## src/hdl/lir_pkg.sv

```systemverilog
`timescale 1ns / 1ps
// ----------------------------------------------------------------------------
// lir_pkg
// Shared types and constants for the linear-interpolation resampler.
// ----------------------------------------------------------------------------
package lir_pkg;

    // fractional phase bits used as interpolation weight
    localparam int FRAC16_W = 16;

    // longest run of output words per input word
    localparam int MAX_RUN = 8;
    localparam int COUNT_W = $clog2(MAX_RUN);

    // configuration register indexes
    localparam int CFG_IDX_W = 1;
    localparam logic [CFG_IDX_W-1:0] CFG_PHASE_STEP    = 1'b0;
    localparam logic [CFG_IDX_W-1:0] CFG_CHANNEL_COUNT = 1'b1;

    localparam int CHAN_W = 4;

    // one interpolation request from the phase sequencer to the lanes
    typedef struct packed {
        logic                valid;
        logic [FRAC16_W-1:0] frac;
        logic                last;
    } lir_issue_t;

endpackage

```

## src/hdl/lir_lane.sv

```systemverilog
`timescale 1ns / 1ps
// ----------------------------------------------------------------------------
// lir_lane
// One channel: holds previous/current sample and computes
// prev + floor((cur - prev) * frac / 2^16) over two register stages.
// ----------------------------------------------------------------------------
module lir_lane #(
    parameter int SAMPLE_BITS = 16
) (
    input  logic                   clk,
    input  logic                   load,
    input  logic                   primed,
    input  logic [SAMPLE_BITS-1:0] sample,
    input  logic                   en,
    input  logic                   adv,
    input  lir_pkg::lir_issue_t    iss,
    output logic [SAMPLE_BITS-1:0] y
);
    import lir_pkg::*;

    localparam int D_W    = SAMPLE_BITS + 1;
    localparam int PROD_W = D_W + FRAC16_W + 1;

    logic [SAMPLE_BITS-1:0] cur_reg;
    logic [SAMPLE_BITS-1:0] prev_reg;
    logic signed [D_W-1:0]  diff_reg;
    logic signed [D_W-1:0]  diff_next;
    logic signed [PROD_W-1:0] prod_reg;
    logic signed [PROD_W-1:0] prod_next;
    logic [SAMPLE_BITS-1:0] base_reg;
    logic signed [FRAC16_W:0] frac_s;

    always_comb
    begin
        diff_next = $signed({sample[SAMPLE_BITS-1], sample})
                  - $signed({cur_reg[SAMPLE_BITS-1], cur_reg});
        frac_s    = $signed({1'b0, iss.frac});
        prod_next = PROD_W'(diff_reg * frac_s);
    end

    // frame store; the priming word has no predecessor, so it is its own
    always_ff @(posedge clk)
    begin
        if (load)
        begin
            cur_reg  <= sample;
            prev_reg <= primed ? cur_reg : sample;
            diff_reg <= primed ? diff_next : '0;
        end
    end

    // product stage; idle lanes carry zeros
    always_ff @(posedge clk)
    begin
        if (adv && iss.valid)
        begin
            prod_reg <= en ? prod_next : '0;
            base_reg <= en ? prev_reg : '0;
        end
    end

    // arithmetic shift by 16, kept modulo the sample width
    assign y = base_reg + prod_reg[FRAC16_W +: SAMPLE_BITS];

endmodule

```

## config.mk

```make
export PLATFORM = sky130hd
export DESIGN_NAME = lir_lane
export DESIGN_NICKNAME = d
export VERILOG_FILES = /design/src/hdl/lir_pkg.sv /design/src/hdl/lir_lane.sv
export SDC_FILE = /design/constraint.sdc
export NUM_CORES = 1
export LEC_CHECK = 0
export ABC_AREA = 1
export BUFFER_PORTS_ARGS = -buffer_cell sky130_fd_sc_hd__buf_2
export CAP_MARGIN = 20
export CORE_MARGIN = 2
export CORE_UTILIZATION = 45
export DETAILED_ROUTE_END_ITERATION = 8
export PLACE_DENSITY = 0.69
export REMOVE_ABC_BUFFERS = 1
export SYNTH_ARGS = -nofsm -noshare
export SYNTH_HDL_FRONTEND = slang
export SYNTH_SLANG_ARGS = --single-unit
```

## constraint.sdc

```tcl
create_clock -name clk -period 5.9 [get_ports clk]
set_input_delay 0.295 -clock clk [delete_from_list [all_inputs] [get_ports clk]]
set_output_delay 0.295 -clock clk [all_outputs]
set_load 0.02 [all_outputs]
```

==> results.md, run 1 <==
* Initial antenna violation count at 0
* CTS tree: built
* Largest net degree at the start of global routing at 50
* Initial core utilization at 45.6%
* F_max at 0.175 GHz
* Nets at 2426
* Cell area after synthesis at 15300 um^2
* Number of synthesized flops with an enable pin at 81
* Area growth from synthesis to final layout at 10.4%
* Vias in the first global route at 12600
* Most frequent cells in the layout: inv_1 (562), nand2_1 (513), fa_1 (265), ha_1 (108), edfxtp_1 (81)
* Register area share after synthesis at 15.9%
* DRT Pass-1 Iters at 7
* Clock sink count at 81
* Final Skew at 5.95 ps
* Final Cycle Share at 96.9%
* Num CTS Buffers at 9
* Crit path time final at 5720 ps
* Total core area at 33400 um^2
* Netlist cell types at 35
* DP Area at 16400 um^2
* GR Overflow Total at 0
* Synth area leader: fa_1
* Min Hold Slack at 151 ps
* Hold depth at 1
* H-tree levels at 3
* GR Layer Usage met2 at 37.5%
* Max-slew violation count at 0
* Worst-skew pair later-pin latency at 340 ps
* Layout cells sized above 1 at 8.15%
* Top post-synthesis cells by area: fa_1 (35%), edfxtp_1 (16%), inv_1 (14%), nand2_1 (13%), ha_1 (9.1%)
* Min-Delay Path Class: input pin to register
* RR Startpoint: diff_reg[16]
* CTS Hold Bufs at 0
* Layout Utilization at 50.4%
* Top_reg_cell synth: edfxtp_1
* Max-slew headroom at 41.3%
* Yosys top cell area share at 35.0%
* Chip width at 188 um
* Final instance area at 16900 um^2
* Ant. Diodes at 0
* Via count at 11900
* Reg2Reg Depth at 25
* First-pass GRT wire length at 61100 um
* Commonest non-fill, non-tap cell in the layout: inv_1
* Die Height at 188 um
* Clock Pin Slew Worst Setup and Hold Paths at 60 ps
* Clock buffer depth at 2
* Setup TNS at 0 ps
* GR peak layer: met2
* Final Wtd Congestion at 0.883
* Worst path arrival time at 5810 ps
* Crit. End Element: register
* WL per Instance at 14.2 um
* Fillcell total at 3196
* Setup crit start kind: register
* Critical Path RT at 5990 ps
* Vias/cell at 4.84
* Number of port buffers at 53
* Die area at 35400 um^2
* Met3 GRT Util at 1.92%
* Mapped Cells at 1943
* DP HPWL at 29100 um
* Setup crit start: diff_reg[16]
* RSZ-0062 raised after global routing: true
* Max reg flops at 17
* Post-route ant nets at 0
* Crit Path Category: register to register
* Setup violations, final at 0
* Synth warn at 0
* All-Layer GR Usage at 21.3%
* Initial DRC Count at 615
* Synth Area per Inst at 7.86 um^2
* CP max FO at 10
* DRC Markers at 0
* Cell Rows at 67
* Clock root cell: clkbuf_16
* Synth async-reset ratio at 0%
* Endpoints failing hold at 0
* Io pins at 55
* Measured slew at the worst slew-check pin at 880 ps
* Max-cap violations at 0
* Post-Route WL at 35100 um
* HP Start: sample[0]
* M1 GR Usage at 28.5%
* Register bit total from synthesis at 81
* Status: complete, no violations
## logic make-up (layout without fill, tap and decap cells)
logic type | count (synthesis) | after routing | synth area share, %
simple gates | 679 | 679 | 17.7
buf+inv | 634 | 704 | 15.6
fa+ha+maj | 378 | 378 | 44.1
compound gates | 151 | 151 | 5.48
flops | 81 | 81 | 15.9
xor+xnor | 20 | 20 | 1.15
## what timing repair did
action,CTS,global route
resized for setup,0,13
setup buffers,0,6
endpoints found under the setup margin,0,14
## layer usage
| metal | wire length [um] | vias to the layer above |
|---|---|---|
| met3 | 1210 | 50 |
| met1 | 15700 | 5846 |
| met5 | 0 | - |
| met4 | 778 | 0 |
| met2 | 17400 | 239 |
| li1 | - | 5786 |
## worst max-delay path, cell delays in order (launching register included)
cell and delay (ps):
edfxtp_1 370, buf_4 190, nand2_1 80, inv_1 90
fa_1 560, inv_1 90, fa_2 590, inv_4 70
fa_1 480, inv_1 60, fa_1 540, inv_1 50
fa_1 470, inv_1 50, fa_1 470, inv_1 50
ha_1 340, nand2_1 160, nor2_1 50, nand2_1 60
nand3_1 80, a21oi_1 120, nand2_1 130, buf_4 160
a21oi_1 110, nor2_1 60
## Yosys cell counts, drive strengths merged, types with 4 or more instances
cell type and number:
clkbuf 66, a21oi 77, o21bai 7, a21o 4, nor3 16, inv 563, ha 111, nand3 53
o21ai 48, edfxtp 81, xor2 15, buf 5, nand2 519, nand3b 5, nor2 79, nand4 4
o21a 8, xnor2 5, fa 267
## through the flow
stage / worst slack, ps / instances
finish: 183 / 2461
global route: -29.5 / 2461
CTS: 107 / 2454
detailed placement: 128 / 2439
global placement: 165 / 2439
floorplan: 413 / 1872
## final timing paths
| path | to | slack [ps] |
|---|---|---|
| hold / removal | cur_reg[0] | 150 |
| hold reg to reg | base_reg[7] | 500 |
| setup / recovery | prod_reg[31] | 180 |
| setup reg to reg | prod_reg[31] | 180 |
## final cells by class
class | count | area [um^2] | area share [%]
inverters | 563 | 2120 | 12.6
clock buffers | 9 | 225 | 1.34
well taps | 448 | 561 | 3.33
flip-flops and latches | 81 | 2430 | 14.4
multi-input cells | 1228 | 10500 | 62.2
clock inverters | 6 | 83.8 | 0.497
repair buffers | 126 | 951 | 5.64
Power of run 1 is not shown: default switching activity piles up to over one toggle a cycle in this logic, so the estimate is an artifact.
==> inputs of run 2 (changes only) <==
--- a/config.mk
+++ b/config.mk
@@ -9,9 +9,11 @@
 export BUFFER_PORTS_ARGS = -buffer_cell sky130_fd_sc_hd__buf_2
 export CAP_MARGIN = 20
 export CORE_MARGIN = 2
-export CORE_UTILIZATION = 45
+export CORE_UTILIZATION = 55
+export CTS_CLUSTER_DIAMETER = 80
+export CTS_CLUSTER_SIZE = 30
 export DETAILED_ROUTE_END_ITERATION = 8
-export PLACE_DENSITY = 0.69
+export PLACE_DENSITY = 0.81
 export REMOVE_ABC_BUFFERS = 1
 export SYNTH_ARGS = -nofsm -noshare
 export SYNTH_HDL_FRONTEND = slang
==> run 2 against run 1 <==
  * Register-to-register slack is essentially flat
  * Cell area decreased by 0.16%
  * Via count increased by 2.4%
  * Sequential share of layout area barely moved
  * Die area shrank 18%
  * Critical path type unchanged
  * Largest cell class unchanged
==> results.md, run 2 (synthesized netlist as in run 1, its figures left out) <==
* Status: complete, no violations
* Layout cells sized above 1 at 8.20%
* Hold Crit Endpoint: cur_reg[0]
* H-tree levels at 3
* Via count at 12200
* Clock root cell: clkbuf_16
* Reg2Reg Depth at 23
* Crit path time final at 5720 ps
* Most frequent cells in the layout: inv_1 (562), nand2_1 (510), fa_1 (267), ha_1 (107), edfxtp_1 (81)
* Total core area at 27100 um^2
* CTS Hold Bufs at 0
* WL per Instance at 15.0 um
* CP max FO at 16
* Largest net degree at the start of global routing at 50
* Setup crit start: diff_reg[16]
* Critical Path RT at 6000 ps
* Clock Pin Slew Worst Setup and Hold Paths at 70 ps
* Min Hold Slack at 159 ps
* Num CTS Buffers at 9
* Nets at 2425
* DP HPWL at 29500 um
* Ant. Diodes at 0
* Cell Rows at 60
* Area growth from synthesis to final layout at 10.3%
* RSZ-0062 raised after global routing: true
* F_max at 0.175 GHz
* Number of port buffers at 53
* Endpoints failing hold at 0
* Reg2Reg Setup Slack at 180 ps
* Layout Utilization at 62.1%
* DRC Markers at 0
* Clock sink count at 81
* HP Start: sample[0]
* Die Height at 171 um
* Post-route ant nets at 0
* Io pins at 55
* Post-Route WL at 35700 um
* Final Wtd Congestion at 0.916
* Setup violations, final at 0
* Vias in the first global route at 12800
* Worst-skew pair later-pin latency at 340 ps
* Initial antenna violation count at 0
* Vias/cell at 5.12
* All-Layer GR Usage at 26.3%
* Min-Delay Path Class: input pin to register
* Final instance area at 16800 um^2
* Max-slew headroom at 35.7%
* First-pass GRT wire length at 60500 um
* CTS tree: built
* Worst path arrival time at 5820 ps
* Setup crit start kind: register
* RR Startpoint: diff_reg[16]
* GR Overflow Total at 0
* Measured slew at the worst slew-check pin at 963 ps
* DP Area at 16200 um^2
* Chip width at 171 um
* Final Cycle Share at 96.9%
* Initial DRC Count at 854
* Max-slew violation count at 0
* Crit Reg-Reg Endpoint: prod_reg[25]
* DRT Pass-1 Iters at 6
* Hold depth at 1
* Crit. End Element: register
* Max reg flops at 17
* Max-cap violations at 0
* Crit Path Category: register to register
* Final Skew at 10.0 ps
* Clock buffer depth at 2
* Initial core utilization at 56.3%
* Die area at 29100 um^2
* Commonest non-fill, non-tap cell in the layout: inv_1
run 2: layout make-up:
cell class              instances  area (um^2)
inverters                     563         2110
fillers                      2289        10300
multi-input cells            1228        10500
well taps                     372          465
clock inverters                 5          129
flip-flops and latches         81         2430
clock buffers                  10          229
repair buffers                125          943
run 2: metal layers:
| metal | global-route usage [%] | wire, um | vias up |
|---|---|---|---|
| li1 | - | - | 5797 |
| met1 | 33.8 | 14800 | 5985 |
| met2 | 46.8 | 18000 | 345 |
| met3 | 2.85 | 1880 | 82 |
| met4 | 7.99 | 1080 | 0 |
| met5 | 0 | 0 | - |
run 2: worst max path at each step:
stage          slack [ps]           end
5_1_grt               -70  prod_reg[25]
2_1_floorplan         410  prod_reg[31]
6_report              180  prod_reg[25]
4_1_cts                90  prod_reg[31]
3_5_place_dp          120  prod_reg[31]
3_3_place_gp          240  prod_reg[31]
run 2: timing repair:
action / CTS / global route
endpoints found under the setup margin: 0 / 16
setup buffers: 0 / 15
resized for setup: 0 / 15
run 2: worst max-delay path, stage by stage, from the launching register on:
cell	delay, ps
edfxtp_1	410
buf_12	180
nand2_1	70
inv_1	90
fa_1	550
inv_1	60
fa_1	520
inv_1	50
fa_1	500
inv_1	60
fa_1	590
fa_1	440
fa_1	490
inv_1	40
ha_1	380
nand2_1	120
inv_1	90
nand2_1	110
nor3_1	230
o21ai_0	130
nand3_1	150
nand2_1	70
nand2_1	70
nor2_1	60
run 2: stage by stage:
step | TNS [ps] | worst slack [ps] | cells
after floorplan | 0 | 413 | 1872
after global placement | 0 | 244 | 2353
after detailed placement | 0 | 116 | 2353
after CTS | 0 | 89.2 | 2368
after global routing | -187 | -69.1 | 2384
final | 0 | 184 | 2384
Power of run 2 is left out for the same reason.
==> inputs of run 3 (changes only) <==
--- a/config.mk
+++ b/config.mk
@@ -13,7 +13,7 @@
 export CTS_CLUSTER_DIAMETER = 80
 export CTS_CLUSTER_SIZE = 30
 export DETAILED_ROUTE_END_ITERATION = 8
-export PLACE_DENSITY = 0.81
+export PLACE_DENSITY = 0.78
 export REMOVE_ABC_BUFFERS = 1
 export SYNTH_ARGS = -nofsm -noshare
 export SYNTH_HDL_FRONTEND = slang
==> constraint.sdc (replaced) <==
create_clock -name clk -period 7.3 [get_ports clk]
set_input_delay 0.365 -clock clk [delete_from_list [all_inputs] [get_ports clk]]
set_output_delay 0.365 -clock clk [all_outputs]
set_load 0.05 [all_outputs]
==> run 3 against run 2 <==
  * Setup slack better by 840 ps
  * Wire length down 2.8%
  * Global-route usage down 0.22 points
  * Final cell count down 2.9%
  * Count of clock-buffer cells in the layout down 1
  * Register-to-register slack better by 840 ps
  * Sequential cell count unchanged
  * Cell area down 4.5%
  * Critical endpoint is now prod_reg[31]
  * Largest cell class unchanged
==> results.md, run 3 (synthesized netlist as in run 1, its figures left out) <==
* Max-cap violations at 0
* Critical Path RT at 7400 ps
* Clock buffer depth at 2
* Layout cells sized above 1 at 4.27%
* Max-slew violation count at 0
* Clock root cell: clkbuf_16
* Cell Rows at 60
* Final Cycle Share at 86.0%
* Post-route ant nets at 0
* Largest net degree at the start of global routing at 50
* F_max at 0.159 GHz
* Initial DRC Count at 881
* Initial core utilization at 56.3%
* Endpoints failing hold at 0
* Setup bufs post-CTS at 0
* Fillcell total at 2434
* Number of port buffers at 53
* Status: complete, no violations
* Max reg flops at 17
* Final Skew at 11.7 ps
* Vias in the first global route at 12900
* CP max FO at 16
* Crit. End Element: register
* DRT Pass-1 Iters at 7
* Io pins at 55
* Total core area at 27100 um^2
* Setup TNS at 0 ps
* Die Height at 171 um
* Commonest non-fill, non-tap cell in the layout: inv_1
* Most frequent cells in the layout: inv_1 (563), nand2_1 (514), fa_1 (267), ha_1 (111), edfxtp_1 (81)
* Die area at 29100 um^2
* Crit path time final at 6280 ps
* Via count at 11900
* Final Wtd Congestion at 0.931
* CTS Hold Bufs at 0
* Area growth from synthesis to final layout at 5.29%
* RSZ-0062 raised after global routing: false
* First-pass GRT wire length at 60300 um
* Initial antenna violation count at 0
* Measured slew at the worst slew-check pin at 1000 ps
* WL per Instance at 15.0 um
* Post-Route WL at 34700 um
* DP HPWL at 28400 um
* H-tree levels at 3
* GR Overflow Total at 0
* Max-slew headroom at 33.3%
* Vias/cell at 5.16
* Chip width at 171 um
* Worst path arrival time at 6380 ps
* All-Layer GR Usage at 26.0%
* Num CTS Buffers at 9
* Setup violations, final at 0
* Setup crit start kind: register
* Min-Delay Path Class: input pin to register
* Worst-skew pair later-pin latency at 340 ps
* Ant. Diodes at 0
* Clock Pin Slew Worst Setup and Hold Paths at 70 ps
* Crit Path Category: register to register
* Nets at 2355
* PostCTS Resize Cnt at 0
* DRC Markers at 0
* Clock sink count at 81
* CTS tree: built
==> run 3: cell types whose count changed in the layout (fill, tap and decap cells not counted), sizes merged <==
cell	delta
inv	+3
clkinv	+1
clkbuf	-1
buf	-70
bufinv	-2
==> run 3: path summary, 6_finish.rpt <==
check,startpoint,slack [ps],cells after the start,to
worst max-delay path,diff_reg[16],1020,22,prod_reg[31]
worst min-delay path,sample[0],220,1,cur_reg[0]
worst max register to register,diff_reg[16],1020,22,prod_reg[31]
worst min register to register,prev_reg[2],510,2,base_reg[2]
==> run 3: final cells by class <==
type	instances	area (um^2)	area share, %
Inverter	563	2110	13.1
Clock inverter	7	100	0.623
Sequential cell	81	2430	15.1
Timing Repair Buffer	55	293	1.82
Clock buffer	9	225	1.40
Multi-Input combinational cell	1228	10400	65.0
Tap cell	372	465	2.90
==> run 3: per-stage QoR <==
| step | hold slack (ps) | cells | worst slack, ps | area (um^2) | utilization (%) |
|---|---|---|---|---|---|
| after global placement | 491 | 2298 | 1170 | 15700 | 58.0 |
| final | 223 | 2315 | 1020 | 16100 | 59.3 |
| after floorplan | 464 | 1872 | 1810 | 15000 | - |
| after global routing | 213 | 2315 | 626 | 16100 | 59.3 |
| after CTS | 206 | 2314 | 1050 | 16100 | 59.2 |
| after detailed placement | 490 | 2298 | 1080 | 15700 | 58.0 |
==> run 3: metal layers <==
metal / vias up / GRT usage [%] / part of all wire (%)
li1: 5650 / - / -
met5: - / 0 / 0
met2: 396 / 46.5 / 50
met4: 0 / 8.51 / 3.0
met1: 5825 / 33.2 / 41
met3: 75 / 2.80 / 5.3
==> run 3: critical path: stages (launching register included) <==
cell	delay, ps
edfxtp_1	670
nand2_1	180
inv_1	100
fa_1	670
inv_1	170
fa_1	540
inv_1	310
fa_1	500
fa_1	500
fa_1	490
inv_1	50
fa_1	470
inv_1	40
ha_1	350
nand2_1	130
inv_1	90
nand2_1	110
nor4_1	240
nand2_1	80
nand2_1	130
nand3_1	90
nand2_1	60
nor2_1	40
Power of run 3 is left out for the same reason.
