[src/hdl/lir_pkg.sv]
`timescale 1ns / 1ps
// ----------------------------------------------------------------------------
// lir_pkg
// Shared types and constants for the linear-interpolation resampler.
// ----------------------------------------------------------------------------
package lir_pkg;

    // fractional phase bits used as interpolation weight
    localparam int FRAC16_W = 16;

    // longest run of output words per input word
    localparam int MAX_RUN = 8;
    localparam int COUNT_W = $clog2(MAX_RUN);

    // configuration register indexes
    localparam int CFG_IDX_W = 1;
    localparam logic [CFG_IDX_W-1:0] CFG_PHASE_STEP    = 1'b0;
    localparam logic [CFG_IDX_W-1:0] CFG_CHANNEL_COUNT = 1'b1;

    localparam int CHAN_W = 4;

    // one interpolation request from the phase sequencer to the lanes
    typedef struct packed {
        logic                valid;
        logic [FRAC16_W-1:0] frac;
        logic                last;
    } lir_issue_t;

endpackage

[src/hdl/lir_ctrl.sv]
`timescale 1ns / 1ps
// ----------------------------------------------------------------------------
// lir_ctrl
// Phase accumulator and run sequencer: one interpolation request per cycle
// if not stalled and the phase is below one, capped at MAX_RUN per input word.
// ----------------------------------------------------------------------------
module lir_ctrl #(
    parameter int FRAC_BITS = 32
) (
    input  logic                 clk,
    input  logic                 rst_n,
    input  logic                 accept,
    input  logic                 adv,
    input  logic [FRAC_BITS+3:0] step,
    output logic                 ready,
    output logic                 primed,
    output lir_pkg::lir_issue_t  iss
);
    import lir_pkg::*;

    localparam int PHASE_W = FRAC_BITS + 5;
    localparam logic [PHASE_W-1:0] ONE_PHASE = PHASE_W'(1) << FRAC_BITS;

    typedef enum logic [1:0] {
        ST_IDLE = 2'b01,
        ST_RUN  = 2'b10
    } state_t;

    state_t               state_reg, state_next;
    logic [PHASE_W-1:0]   phase_reg, phase_next;
    logic [COUNT_W-1:0]   count_reg, count_next;
    logic                 primed_reg, primed_next;
    logic [PHASE_W-1:0]   sum;
    logic                 below;
    logic                 sum_ge;
    logic                 cap;

    always_comb
    begin
        below  = phase_reg < ONE_PHASE;
        sum    = phase_reg + PHASE_W'(step);
        sum_ge = sum >= ONE_PHASE;
        cap    = count_reg == COUNT_W'(MAX_RUN - 1);

        iss.valid = (state_reg == ST_RUN) && below && adv;
        iss.frac  = phase_reg[FRAC_BITS-1 -: FRAC16_W];
        iss.last  = sum_ge || cap;

        state_next  = state_reg;
        phase_next  = phase_reg;
        count_next  = count_reg;
        primed_next = primed_reg;

        case (state_reg)
            ST_IDLE:
            begin
                if (accept)
                begin
                    if (primed_reg)
                    begin
                        state_next = ST_RUN;
                        count_next = '0;
                    end
                    else
                    begin
                        primed_next = 1'b1;
                    end
                end
            end
            ST_RUN:
            begin
                if (!below)
                begin
                    // nothing to emit for this word
                    phase_next = phase_reg - ONE_PHASE;
                    state_next = ST_IDLE;
                end
                else if (adv)
                begin
                    if (iss.last)
                    begin
                        // capped run with phase still short of one clamps to zero
                        phase_next = sum_ge ? sum - ONE_PHASE : '0;
                        state_next = ST_IDLE;
                    end
                    else
                    begin
                        phase_next = sum;
                        count_next = count_reg + COUNT_W'(1);
                    end
                end
            end
            default:
            begin
                state_next = ST_IDLE;
            end
        endcase
    end

    always_ff @(posedge clk or negedge rst_n)
    begin
        if (!rst_n)
        begin
            state_reg  <= ST_IDLE;
            phase_reg  <= '0;
            count_reg  <= '0;
            primed_reg <= 1'b0;
        end
        else
        begin
            state_reg  <= state_next;
            phase_reg  <= phase_next;
            count_reg  <= count_next;
            primed_reg <= primed_next;
        end
    end

    assign ready  = state_reg == ST_IDLE;
    assign primed = primed_reg;

    a_issue_in_run: assert property (@(posedge clk) disable iff (!rst_n)
        iss.valid |-> state_reg == ST_RUN)
        else $error("request issued outside a run");

    a_prime_no_run: assert property (@(posedge clk) disable iff (!rst_n)
        (accept && !primed_reg) |=> (state_reg == ST_IDLE && primed_reg))
        else $error("priming word started a run");

    a_primed_run: assert property (@(posedge clk) disable iff (!rst_n)
        (accept && primed_reg) |=> (state_reg == ST_RUN && count_reg == '0))
        else $error("word after priming did not start a run");

    a_last_ends: assert property (@(posedge clk) disable iff (!rst_n)
        (iss.valid && iss.last) |=> state_reg == ST_IDLE)
        else $error("run continued past its last request");

endmodule

[config.mk]
export PLATFORM = sky130hd
export DESIGN_NAME = lir_ctrl
export DESIGN_NICKNAME = d
export VERILOG_FILES = /design/src/hdl/lir_pkg.sv /design/src/hdl/lir_ctrl.sv
export SDC_FILE = /design/constraint.sdc
export NUM_CORES = 1
export LEC_CHECK = 0
export BUFFER_PORTS_ARGS = -buffer_cell sky130_fd_sc_hd__buf_2
export CAP_MARGIN = 20
export CELL_PAD_IN_SITES_DETAIL_PLACEMENT = 1
export CELL_PAD_IN_SITES_GLOBAL_PLACEMENT = 2
export CORE_MARGIN = 5
export CORE_UTILIZATION = 31
export CTS_CLUSTER_DIAMETER = 150
export CTS_CLUSTER_SIZE = 24
export DETAILED_ROUTE_END_ITERATION = 16
export PLACE_DENSITY = 0.9
export SYNTH_ARGS = -nofsm -noshare
export SYNTH_HDL_FRONTEND = slang
export SYNTH_SLANG_ARGS = --single-unit
[constraint.sdc]
create_clock -name clk -period 6.4 [get_ports clk]
set_clock_uncertainty 0.2 [all_clocks]
set_input_delay 1.28 -clock clk [delete_from_list [all_inputs] [get_ports clk]]
set_output_delay 1.28 -clock clk [all_outputs]
set_load 0.005 [all_outputs]
==> qor.yml, run 1 <==
run_status:
  status: "finished, final reports clean"
drt:
  wire_per_inst_um: 18.7
  dr.pass1.iters: 4
  avgViaCountPerCell: 5.55
  drt-total-wl_mm: 16.7
  antenna_left: 0
  drc: 0
  vias: 4941
  drt_iter0_markers: 270
floorplan:
  num_rows: 44
  dieArea_um2: 17400
  die_y_um: 132
  top_level_ports: 60
  start_util_pct: 31.7
  die_w_um: 132
  core_area_um2: 14500
sta:
  fin_crit_ns: 6.25
  final-max-slew-violation-count: 0
  final_hold_viol_count: 0
  fmax_mhz: 160
  maxSlewHeadroom_pct: 37.3
  tightest_slew_ns: 0.937
  fin_crit_sh_pct: 97.6
  hold_ws_ns: 0.278
  setup_viol: 0
logic_synthesis:
  synth_edf_count: 0
  synth.net_count: 696
  synthTopCellsByArea: "dfrtp_1, ha_1, a21oi_1, nand2_1, nor2_1"
  synthDominantCellAreaShare_pct: 22.8
  synth_cell_types: 66
  syn-cell-area_um2: 4600
  ys_seq_area_share_pct: 23.4
  synth-seq-cells: 43
  synth_top_area_cell: "dfrtp_1"
  avgSynthCellArea_um2: 7.50
  yosysWarnings: 0
  synthFlopType: "dfrtp_1"
  syn_inst: 614
  ys_async_sr_fraction_pct: 100
worst_setup_path:
  crit_path_start_kind: "input port"
  cp_data_required_time_ns: 4.92
  path_max_fanout: 3
  crit_arrival_ns: 4.77
  path_class: "input port to output pin"
  crit_path_end_kind: "output pin"
  reg2reg_depth: 15
power_and_ir_drop:
  p_leak_nw: 2.60
  power_frac_seq_pct: 30.9
  totalPowerFinal_mw: 1.02
  clkPwrFrac_pct: 26.5
  swShare_pct: 38.0
  power_density_nw_per_um2: 170
  cellInternalPower_mw: 0.633
  max-vdd-ir-drop_v: 0.000110
  p_comb_share_pct: 42.6
  power_switching_mw: 0.388
placed_design:
  place.gp.congestion: 0.867
  io_buffers: 59
  hpwl_mm: 13.0
  dp_cells: 874
layout:
  final_util_pct: 41.4
  largest_reg_flops: 37
  final_cell_mix: "nand2_1, buf_4, a21oi_1"
  nets: 788
  diodes: 0
  final_layout_size_suffix_gt1_share_pct: 29.8
  fillers: 1797
  mostFrequentLayoutCell: "nand2_1"
  final_cells: 891
  syn_to_final_growth_pct: 30.7
global_routing:
  gr-total-overflow: 0
  grt_max_degree: 49
  grt_pass1_wl_mm: 26.2
  antenna_found_initial: 0
  grt_usage_pct: 18.0
  grt_pass1_vias: 5213
clock_tree:
  clock_latency_ns: 0.30
  cts_buffers: 5
  cts.sinks: 43
  clk_path_buf_depth: 2
  path_clk_slew_ns: 0.07
  cts_tree: "done"
  h-tree-depth: 2
  cts_root_buf: "clkbuf_16"
job:
  cap_violations: 0
worst_hold_path:
  hp-class: "flop to flop"
  hold_depth: 1
critical path: stages:
cell and delay, ns:
buf_2 0.12, ha_4 0.27, buf_6 0.10, and3_4 0.19, and3_4 0.20, a221oi_4 0.07
or4_4 0.56, nand3_4 0.11, xor2_2 0.08, inv_1 0.09, ha_2 0.18, nand3_2 0.08
nor4_4 0.27, nand4_1 0.11, or4b_4 0.51, nor4_4 0.26, or3_1 0.16, buf_2 0.11
synth_stat cells (8+ instances only):
cell type	count
nand2_1	88
nand4_1	19
buf_4	17
ha_1	41
nand3_1	18
nor3_1	11
o21ai_0	36
a21oi_1	78
buf_2	15
clkbuf_1	11
dfrtp_1	42
and2_1	8
inv_1	13
xnor2_1	14
nor2_1	63
xor2_1	11
worst paths after layout:
check | from | end | slack, ns
min | primed$_DFFE_PN0P_ | primed$_DFFE_PN0P_ | 0.28
max reg2reg | phase_reg[17]$_DFFE_PN0P_ | phase_reg[20]$_DFFE_PN0P_ | 1.80
max in group asynchronous | rst_n | state_reg[0]$_DFFE_PN1P_ | 4.67
min reg2reg | primed$_DFFE_PN0P_ | primed$_DFFE_PN0P_ | 0.28
min in group asynchronous | rst_n | phase_reg[22]$_DFFE_PN0P_ | 0.74
max | step[17] | iss[0] | 0.15
power groups by stage:
stage                     logic [mW]  clock network, mW  registers, mW
after floorplan                0.260                  0          0.313
after global placement         0.377                  0          0.318
after detailed placement       0.391                  0          0.320
after CTS                      0.397              0.281          0.315
after global routing           0.481              0.290          0.320
final                          0.435              0.271          0.316
per-layer routing:
metal | wire length [um] | up-vias | GRT usage, %
met5 | 0 | - | 0
li1 | - | 2402 | -
met4 | 342 | 0 | 5.49
met1 | 7280 | 2414 | 23.4
met3 | 824 | 23 | 2.94
met2 | 8220 | 102 | 30.7
cell families (layout without fill, tap and decap cells):
kind of cell	after synthesis	count (layout)	synth area share, %
multiplexers	6	6	1.30
flip-flops	43	43	23.4
buffers and inverters	61	154	7.09
AO/OA/AOI/OAI	179	179	24.4
AND/OR/NAND/NOR	258	258	27.4
XOR/XNOR	25	25	4.76
adder cells (fa/ha/maj)	42	42	11.6
what timing repair did:
item / in CTS / in global routing
hold buffers: 0 / 0
gates resized for setup: 11 / 68
setup endpoints to repair: 1 / 1
endpoints found under the hold margin: 0 / 0
setup buffers: 0 / 9
pin swaps: 6 / 31
stage by stage:
stage                     instance area (um^2)  TNS (ns)  setup WS, ns
final                                     6020         0         0.154
after global routing                      6020   -0.0516       -0.0516
after CTS                                 5530         0         0.111
after detailed placement                  5350    -0.180        -0.180
after global placement                    5350         0        0.0380
after floorplan                           4600         0        0.0716
area by class of cell:
type	instances	area [um^2]	area share, %
clock buffers	5	125	2.08
clock inverters	3	23.8	0.395
inverters	13	48.8	0.811
multi-input cells	510	3620	60.2
flip-flops and latches	43	1080	17.9
well taps	184	230	3.83
repair buffers	133	890	14.8
Note: power is estimated with default switching activity, not from simulation.
==> run 2: changes to the inputs <==
Settings changed: CAP_MARGIN 20 to default.
Clock period 6.4 ns to 5.06 ns, I/O delays scaled along.
==> run 2 against run 1 <==
  * Worst setup slack lost 0.73 ns
  * Count of clock-buffer cells in the layout grew 1
  * Final area rose by 9.2%
  * Sequential share of layout area is 1.5 points lower
  * Largest power group unchanged
  * Global-route usage is 2.3 points higher
  * The flow now finishes with violations (setup timing)
  * Worst hold slack improved by 0.019 ns
  * Clock power grew 48%
  * Combinational power increased by 43%
  * First-iteration DRC count down 3.0%
  * Critical path depth shrank 2
  * Via count is 8.4% higher
  * Largest cell class unchanged
  * Utilization is 3.8 points higher
==> qor.yml, run 2 (synthesis results as in run 1) <==
sta:
  maxSlewHeadroom_pct: 29.4  # -8.0 points
  rsz0062_at_grt: "yes"
  final_hold_viol_count: 0  # unchanged
  tightest_slew_ns: 1.06  # +0.123 ns
  setup_viol: 1  # +1
  hold_ws_ns: 0.298  # +0.0195 ns
  fin_crit_sh_pct: 111
  layout_setup_ws_ns: -0.579  # -0.733 ns
  fmax_mhz: 177
  tns_ns: -0.579  # -0.579 ns
  fin_crit_ns: 5.64
  final-max-slew-violation-count: 0  # unchanged
worst_setup_path:
  startpoint: "step[19]"
  cp_data_required_time_ns: 3.85  # -1.07 ns
  path_common_cell: "buf_6"
  crit_path_start_kind: "input port"
  path_max_fanout: 7  # +4
  path_class: "input port to output pin"
  path_delay_family: "simple AND/OR/NAND/NOR gates"
  crit_buf_inv: 3  # -1
  ff2ff_setup_slack_ns: 0.65  # -1.15 ns
  cp_slowest_cell: "or4b_4"
  crit_arrival_ns: 4.43  # -0.34 ns
  crit_path_end_kind: "output pin"
  max_stage_delay_ns: 0.52  # -0.04 ns
  worstPathCellList: "buf_6 > ha_4 > a21oi_1 > o21ai_1 > a22oi_2 > o211ai_1 > buf_4 > a311oi_4 > ha_2 > nand3_2 > nor4_2 > nand4_1 > or4b_4 > nor4_4 > or3_4 > buf_6"
  rr_startpoint: "phase_reg[19]$_DFFE_PN0P_"
floorplan:
  start_util_pct: 31.7  # unchanged
  dieArea_um2: 17400  # unchanged
  top_level_ports: 60  # unchanged
  die_w_um: 132  # unchanged
  core_area_um2: 14500  # unchanged
  num_rows: 44  # unchanged
  die_y_um: 132  # unchanged
drt:
  drt_iter0_markers: 262  # -3.0%
  wire_per_inst_um: 18.6  # -0.78%
  drt-total-wl_mm: 18.2  # +9.1%
  vias: 5357  # +8.4%
  antenna_left: 0  # unchanged
  drc: 0  # unchanged
  dr.pass1.iters: 4  # unchanged
  avgViaCountPerCell: 5.47  # -1.4%
layout:
  fillers: 1827  # +1.7%
  largest_reg_flops: 37  # unchanged
  syn_to_final_growth_pct: 42.7
  final_util_pct: 45.2  # +3.8 points
  final_cell_mix: "buf_4, nand2_1, a21oi_1"
  nets: 877  # +11%
  mostFrequentLayoutCell: "buf_4"
  final_layout_size_suffix_gt1_share_pct: 35.6  # +5.7 points
  diodes: 0  # unchanged
global_routing:
  gr-total-overflow: 0  # unchanged
  use_met3_pct: 3.02  # +0.076 points
  grt_pass1_vias: 5871  # +13%
  grt-busiest-layer: "met2"
  use_met1_pct: 24.3  # +0.92 points
  use_met2_pct: 37.6  # +7.0 points
  grt_max_degree: 48  # -2.0%
  grt_usage_pct: 20.4  # +2.3 points
  antenna_found_initial: 0  # unchanged
  grt_pass1_wl_mm: 29.2  # +11%
run_status:
  status: "finished, violations left"
  violations: "setup timing"
clock_tree:
  path_clk_slew_ns: 0.06  # about the same
  cts_tree: "done"
  cts_root_buf: "clkbuf_16"
  clock_latency_ns: 0.30  # about the same
  clk_path_buf_depth: 2  # unchanged
  holdBufCountCts: 0  # unchanged
  cts.sinks: 43  # unchanged
  h-tree-depth: 2  # unchanged
  cts_buffers: 5  # unchanged
power_and_ir_drop:
  max-vdd-ir-drop_v: 0.000140  # +27%
  totalPowerFinal_mw: 1.42  # +39%
  power_density_nw_per_um2: 216  # +27%
  p_leak_nw: 3.03  # +17%
placed_design:
  hpwl_mm: 14.6  # +13%
  dpl_worst_slack_ns: -0.706  # -0.527 ns
  io_buffers: 59  # unchanged
  place.gp.congestion: 0.896  # +3.4%
worst_hold_path:
  hp-start: "count_reg[0]$_DFFE_PN0P_"
  hp-class: "flop to flop"
job:
  cap_violations: 0  # unchanged
==> run 2: cell count changes in the layout (fill, tap and decap cells not counted), moves of 2 or more <==
cell / previous run / this run
a21oi_1: 66 / 72
ha_4: 17 / 13
a311oi_2: 2 / 0
buf_4: 71 / 163
a21oi_2: 11 / 6
clkinvlp_4: 2 / 0
ha_1: 22 / 26
==> run 2: metal layers <==
layer	wire length [um]	vias up
li1	-	2581
met1	7820	2648
met2	9430	95
met3	534	33
met4	396	0
met5	0	-
==> run 2: worst paths after layout <==
| check | end | depth (start not counted) |
|---|---|---|
| min in group asynchronous | state_reg[1]$_DFFE_PN0P_ | 1 |
| max in group asynchronous | phase_reg[18]$_DFFE_PN0P_ | 1 |
| min | count_reg[0]$_DFFE_PN0P_ | 1 |
| max reg2reg | phase_reg[1]$_DFFE_PN0P_ | 17 |
| min reg2reg | count_reg[0]$_DFFE_PN0P_ | 1 |
| max | iss[0] | 16 |
==> run 2: stage by stage <==
step                std cells  instance area [um^2]
floorplan                 614                  4770
global placement          966                  6180
detailed placement        966                  6180
CTS                       979                  6500
global route              980                  6570
finish                    980                  6570
==> run 2: worst reg2reg max path, cell delays in order (launching register included) <==
cell and delay (ns):
dfrtp_1 0.42, ha_4 0.27, a21oi_1 0.24, o21ai_1 0.17, a22oi_2 0.31, o211ai_1 0.21
buf_4 0.19, a311oi_4 0.30, ha_2 0.24, nand3_2 0.06, nor4_2 0.26, nand4_1 0.13
or4b_4 0.52, nor4_4 0.16, buf_4 0.18, nor3_4 0.04, buf_4 0.20, a211oi_2 0.21
==> run 2: cell type report <==
class	count	area [um^2]	area share, %
timing repair buffer	222	1540	23.5
inverter	13	48.8	0.743
clock buffer	6	139	2.11
multi-input combinational	510	3500	53.2
sequential	43	1080	16.4
tap	184	230	3.50
clock inverter	2	35.0	0.533
==> run 2: repair_timing <==
action / 4_1_cts / 5_1_grt
resized for setup: 18 / 9
gates cloned: 0 / 0
hold endpoints to repair: 0 / 0
pin swaps: 12 / 10
setup endpoints to repair: 1 / 1
buffers inserted: 5 / 1
==> run 2: where the power goes <==
part / internal (mW) / switching [mW]
clock network: 0.246 / 0.155
registers: 0.369 / 0.0312
logic: 0.294 / 0.327
total: 0.908 / 0.514
==> run 3: changes to the inputs <==
Settings changed: CELL_PAD_IN_SITES_DETAIL_PLACEMENT 1 to 0, CELL_PAD_IN_SITES_GLOBAL_PLACEMENT 2 to 1, CORE_UTILIZATION 31 to 39, GPL_TIMING_DRIVEN from default to 0, PLACE_DENSITY 0.9 to 0.89, SETUP_SLACK_MARGIN from default to 0.4.
==> run 3 against run 2 <==
  * The flow still finishes with violations (setup timing)
  * Total power is 23% higher
  * Worst setup slack lost 0.25 ns
  * Critical path depth grew 22
  * Global-route usage rose by 3.2 points
  * Register-to-register slack got worse by 1.1 ns
  * Die area shrank 19%
  * Final cell count decreased by 8.1%
  * Non-clock buffer count decreased by 38
  * Via count decreased by 1.3%
  * Clock power is 14% lower
  * Sequential cell count did not move
  * Critical endpoint is now phase_reg[34]$_DFFE_PN0P_
  * Highest routed layer unchanged
==> qor.yml, run 3 (synthesis results as in run 1) <==
run_status:
  status: "finished, violations left"
  violations: "setup timing"
worst_setup_path:
  crit_path_start_kind: "input port"
  crit_arrival_ns: 5.91  # +1.48 ns
  path_max_fanout: 7  # unchanged
  max_stage_delay_ns: 0.45  # -0.07 ns
  cp_data_required_time_ns: 5.08  # +1.23 ns
  crit_buf_inv: 27  # +24
  ff2ff_setup_slack_ns: -0.49  # -1.14 ns
  path_common_cell: "buf_6"
  path_delay_family: "buffers and inverters"
  path_class: "input port to flop"
  crit_path_end_kind: "flop"
  cp_slowest_cell: "or4_4"
power_and_ir_drop:
  max-vdd-ir-drop_v: 0.000198  # +41%
  p_leak_nw: 2.86  # -5.6%
  power_density_nw_per_um2: 260  # +20%
floorplan:
  dieArea_um2: 14100  # -19%
  die_w_um: 119  # -10%
  start_util_pct: 40.0  # +8.3 points
  core_area_um2: 11500  # -21%
  num_rows: 39  # -11%
  top_level_ports: 60  # unchanged
  die_y_um: 119  # -10%
sta:
  final-max-slew-violation-count: 0  # unchanged
  fmax_mhz: 170  # -4.3%
  setup_viol: 3  # +2
  layout_setup_ws_ns: -0.831  # -0.251 ns
  rsz0062_at_grt: "yes"
  maxSlewHeadroom_pct: 28.1  # -1.2 points
  tightest_slew_ns: 1.08  # +0.0187 ns
  fin_crit_ns: 5.89  # +0.251 ns
  final_hold_viol_count: 0  # unchanged
  fin_crit_sh_pct: 116  # +5.0 points
layout:
  final_cell_mix: "nand2_1, buf_4, buf_2"
  syn_to_final_growth_pct: 46.4
  final_layout_size_suffix_gt1_share_pct: 39.2  # +3.6 points
  largest_reg_flops: 37  # unchanged
  diodes: 0  # unchanged
  register_area_um2: 1080  # unchanged
  multi_input_area_um2: 3870  # +11%
  mostFrequentLayoutCell: "nand2_1"
  final_util_pct: 58.5  # +13 points
  fin_area_um2: 6740  # +2.6%
  nets: 839  # -4.3%
  fillers: 1019  # -44%
clock_tree:
  clock_latency_ns: 0.31  # about the same
  cts_buffers: 5  # unchanged
  holdBufCountCts: 0  # unchanged
  cts_root_buf: "clkbuf_16"
  h-tree-depth: 2  # unchanged
  cts_tree: "done"
  path_clk_slew_ns: 0.07  # about the same
  clk_path_buf_depth: 2  # unchanged
  cts.sinks: 43  # unchanged
worst_hold_path:
  hp-class: "flop to flop"
drt:
  antenna_left: 0  # unchanged
  avgViaCountPerCell: 5.87  # +7.4%
  wire_per_inst_um: 19.1  # +3.0%
  dr.pass1.iters: 5  # +1
  drc: 0  # unchanged
  drt-total-wl_mm: 17.2  # -5.3%
  drt_iter0_markers: 406  # +55%
  vias: 5289  # -1.3%
global_routing:
  grt_pass1_wl_mm: 26.9  # -7.6%
  antenna_found_initial: 0  # unchanged
  grt_max_degree: 44  # -8.3%
  gr-total-overflow: 0  # unchanged
  grt_usage_pct: 23.6  # +3.2 points
  grt_pass1_vias: 5358  # -8.7%
job:
  cap_violations: 0  # unchanged
placed_design:
  hpwl_mm: 11.4  # -22%
  io_buffers: 59  # unchanged
  dpl_cell_area_um2: 5250  # -15%
  place.gp.congestion: 0.895  # -0.15%
run 3: cell types whose count changed in the layout (fill, tap and decap cells not counted), sizes merged:
| cell | before | now |
|---|---|---|
| buf | 222 | 175 |
| bufinv | 1 | 0 |
| clkbuf | 6 | 14 |
| clkinv | 1 | 2 |
| clkinvlp | 0 | 1 |
run 3: layer usage:
| metal | part of all wire [%] | GRT usage, % | up-vias | routed length, um |
|---|---|---|---|---|
| li1 | - | - | 2501 | - |
| met1 | 41 | 29.5 | 2520 | 7000 |
| met2 | 48 | 39.4 | 205 | 8290 |
| met3 | 6.5 | 3.25 | 63 | 1120 |
| met4 | 4.7 | 12.2 | 0 | 809 |
| met5 | 0 | 0 | - | 0 |
run 3: layout make-up:
class | count | share of cell area (%)
clock buffer | 5 | 1.86
clock inverter | 3 | 0.371
inverter | 13 | 0.724
sequential | 43 | 16.0
tap | 143 | 2.66
multi-input combinational | 510 | 57.5
timing repair buffer | 136 | 15.3
buffer | 48 | 5.61
run 3: final timing paths:
kind,from,end,cells past startpoint
worst max-delay path,step[22],phase_reg[34]$_DFFE_PN0P_,38
max in group asynchronous,rst_n,phase_reg[29]$_DFFE_PN0P_,1
min in group asynchronous,rst_n,phase_reg[11]$_DFFE_PN0P_,1
worst max register to register,phase_reg[21]$_DFFE_PN0P_,phase_reg[34]$_DFFE_PN0P_,37
worst min-delay path,count_reg[0]$_DFFE_PN0P_,count_reg[0]$_DFFE_PN0P_,1
worst min register to register,count_reg[0]$_DFFE_PN0P_,count_reg[0]$_DFFE_PN0P_,1
run 3: per-stage QoR:
step / TNS, ns / setup WS [ns] / total power [mW] / hold slack, ns / std cells
final: -2.36 / -0.831 / 1.75 / 0.302 / 901
after global routing: -3.18 / -0.955 / 1.83 / 0.317 / 901
after CTS: -1.99 / -0.859 / 1.62 / 0.304 / 893
after detailed placement: -27.15 / -1.36 / 0.863 / 0.289 / 816
after global placement: -25.07 / -1.33 / 0.846 / 0.257 / 816
after floorplan: -0.279 / -0.279 / 0.740 / 0.252 / 614
run 3: timing repair:
item	4_1_cts	5_1_grt
endpoints found under the setup margin	44	44
gates cloned	3	0
gates resized for setup	127	58
pin swaps	52	32
endpoints found under the hold margin	0	0
setup buffers	66	8
run 3: worst reg2reg max path: cells and delay by family, from the launching register on:
family	cells	cell delay, ns
buffers and inverters	26	2.69
and+or+nand+nor	5	1.22
adders and majority gates	2	0.46
DFF	1	0.44
AOI/OAI and AO/OA	3	0.29
xor gates and xnor gates	1	0.17
run 3: report_power, final:
group / internal, mW / switching, mW
sequential: 0.369 / 0.0385
combinational: 0.550 / 0.448
clock: 0.185 / 0.159
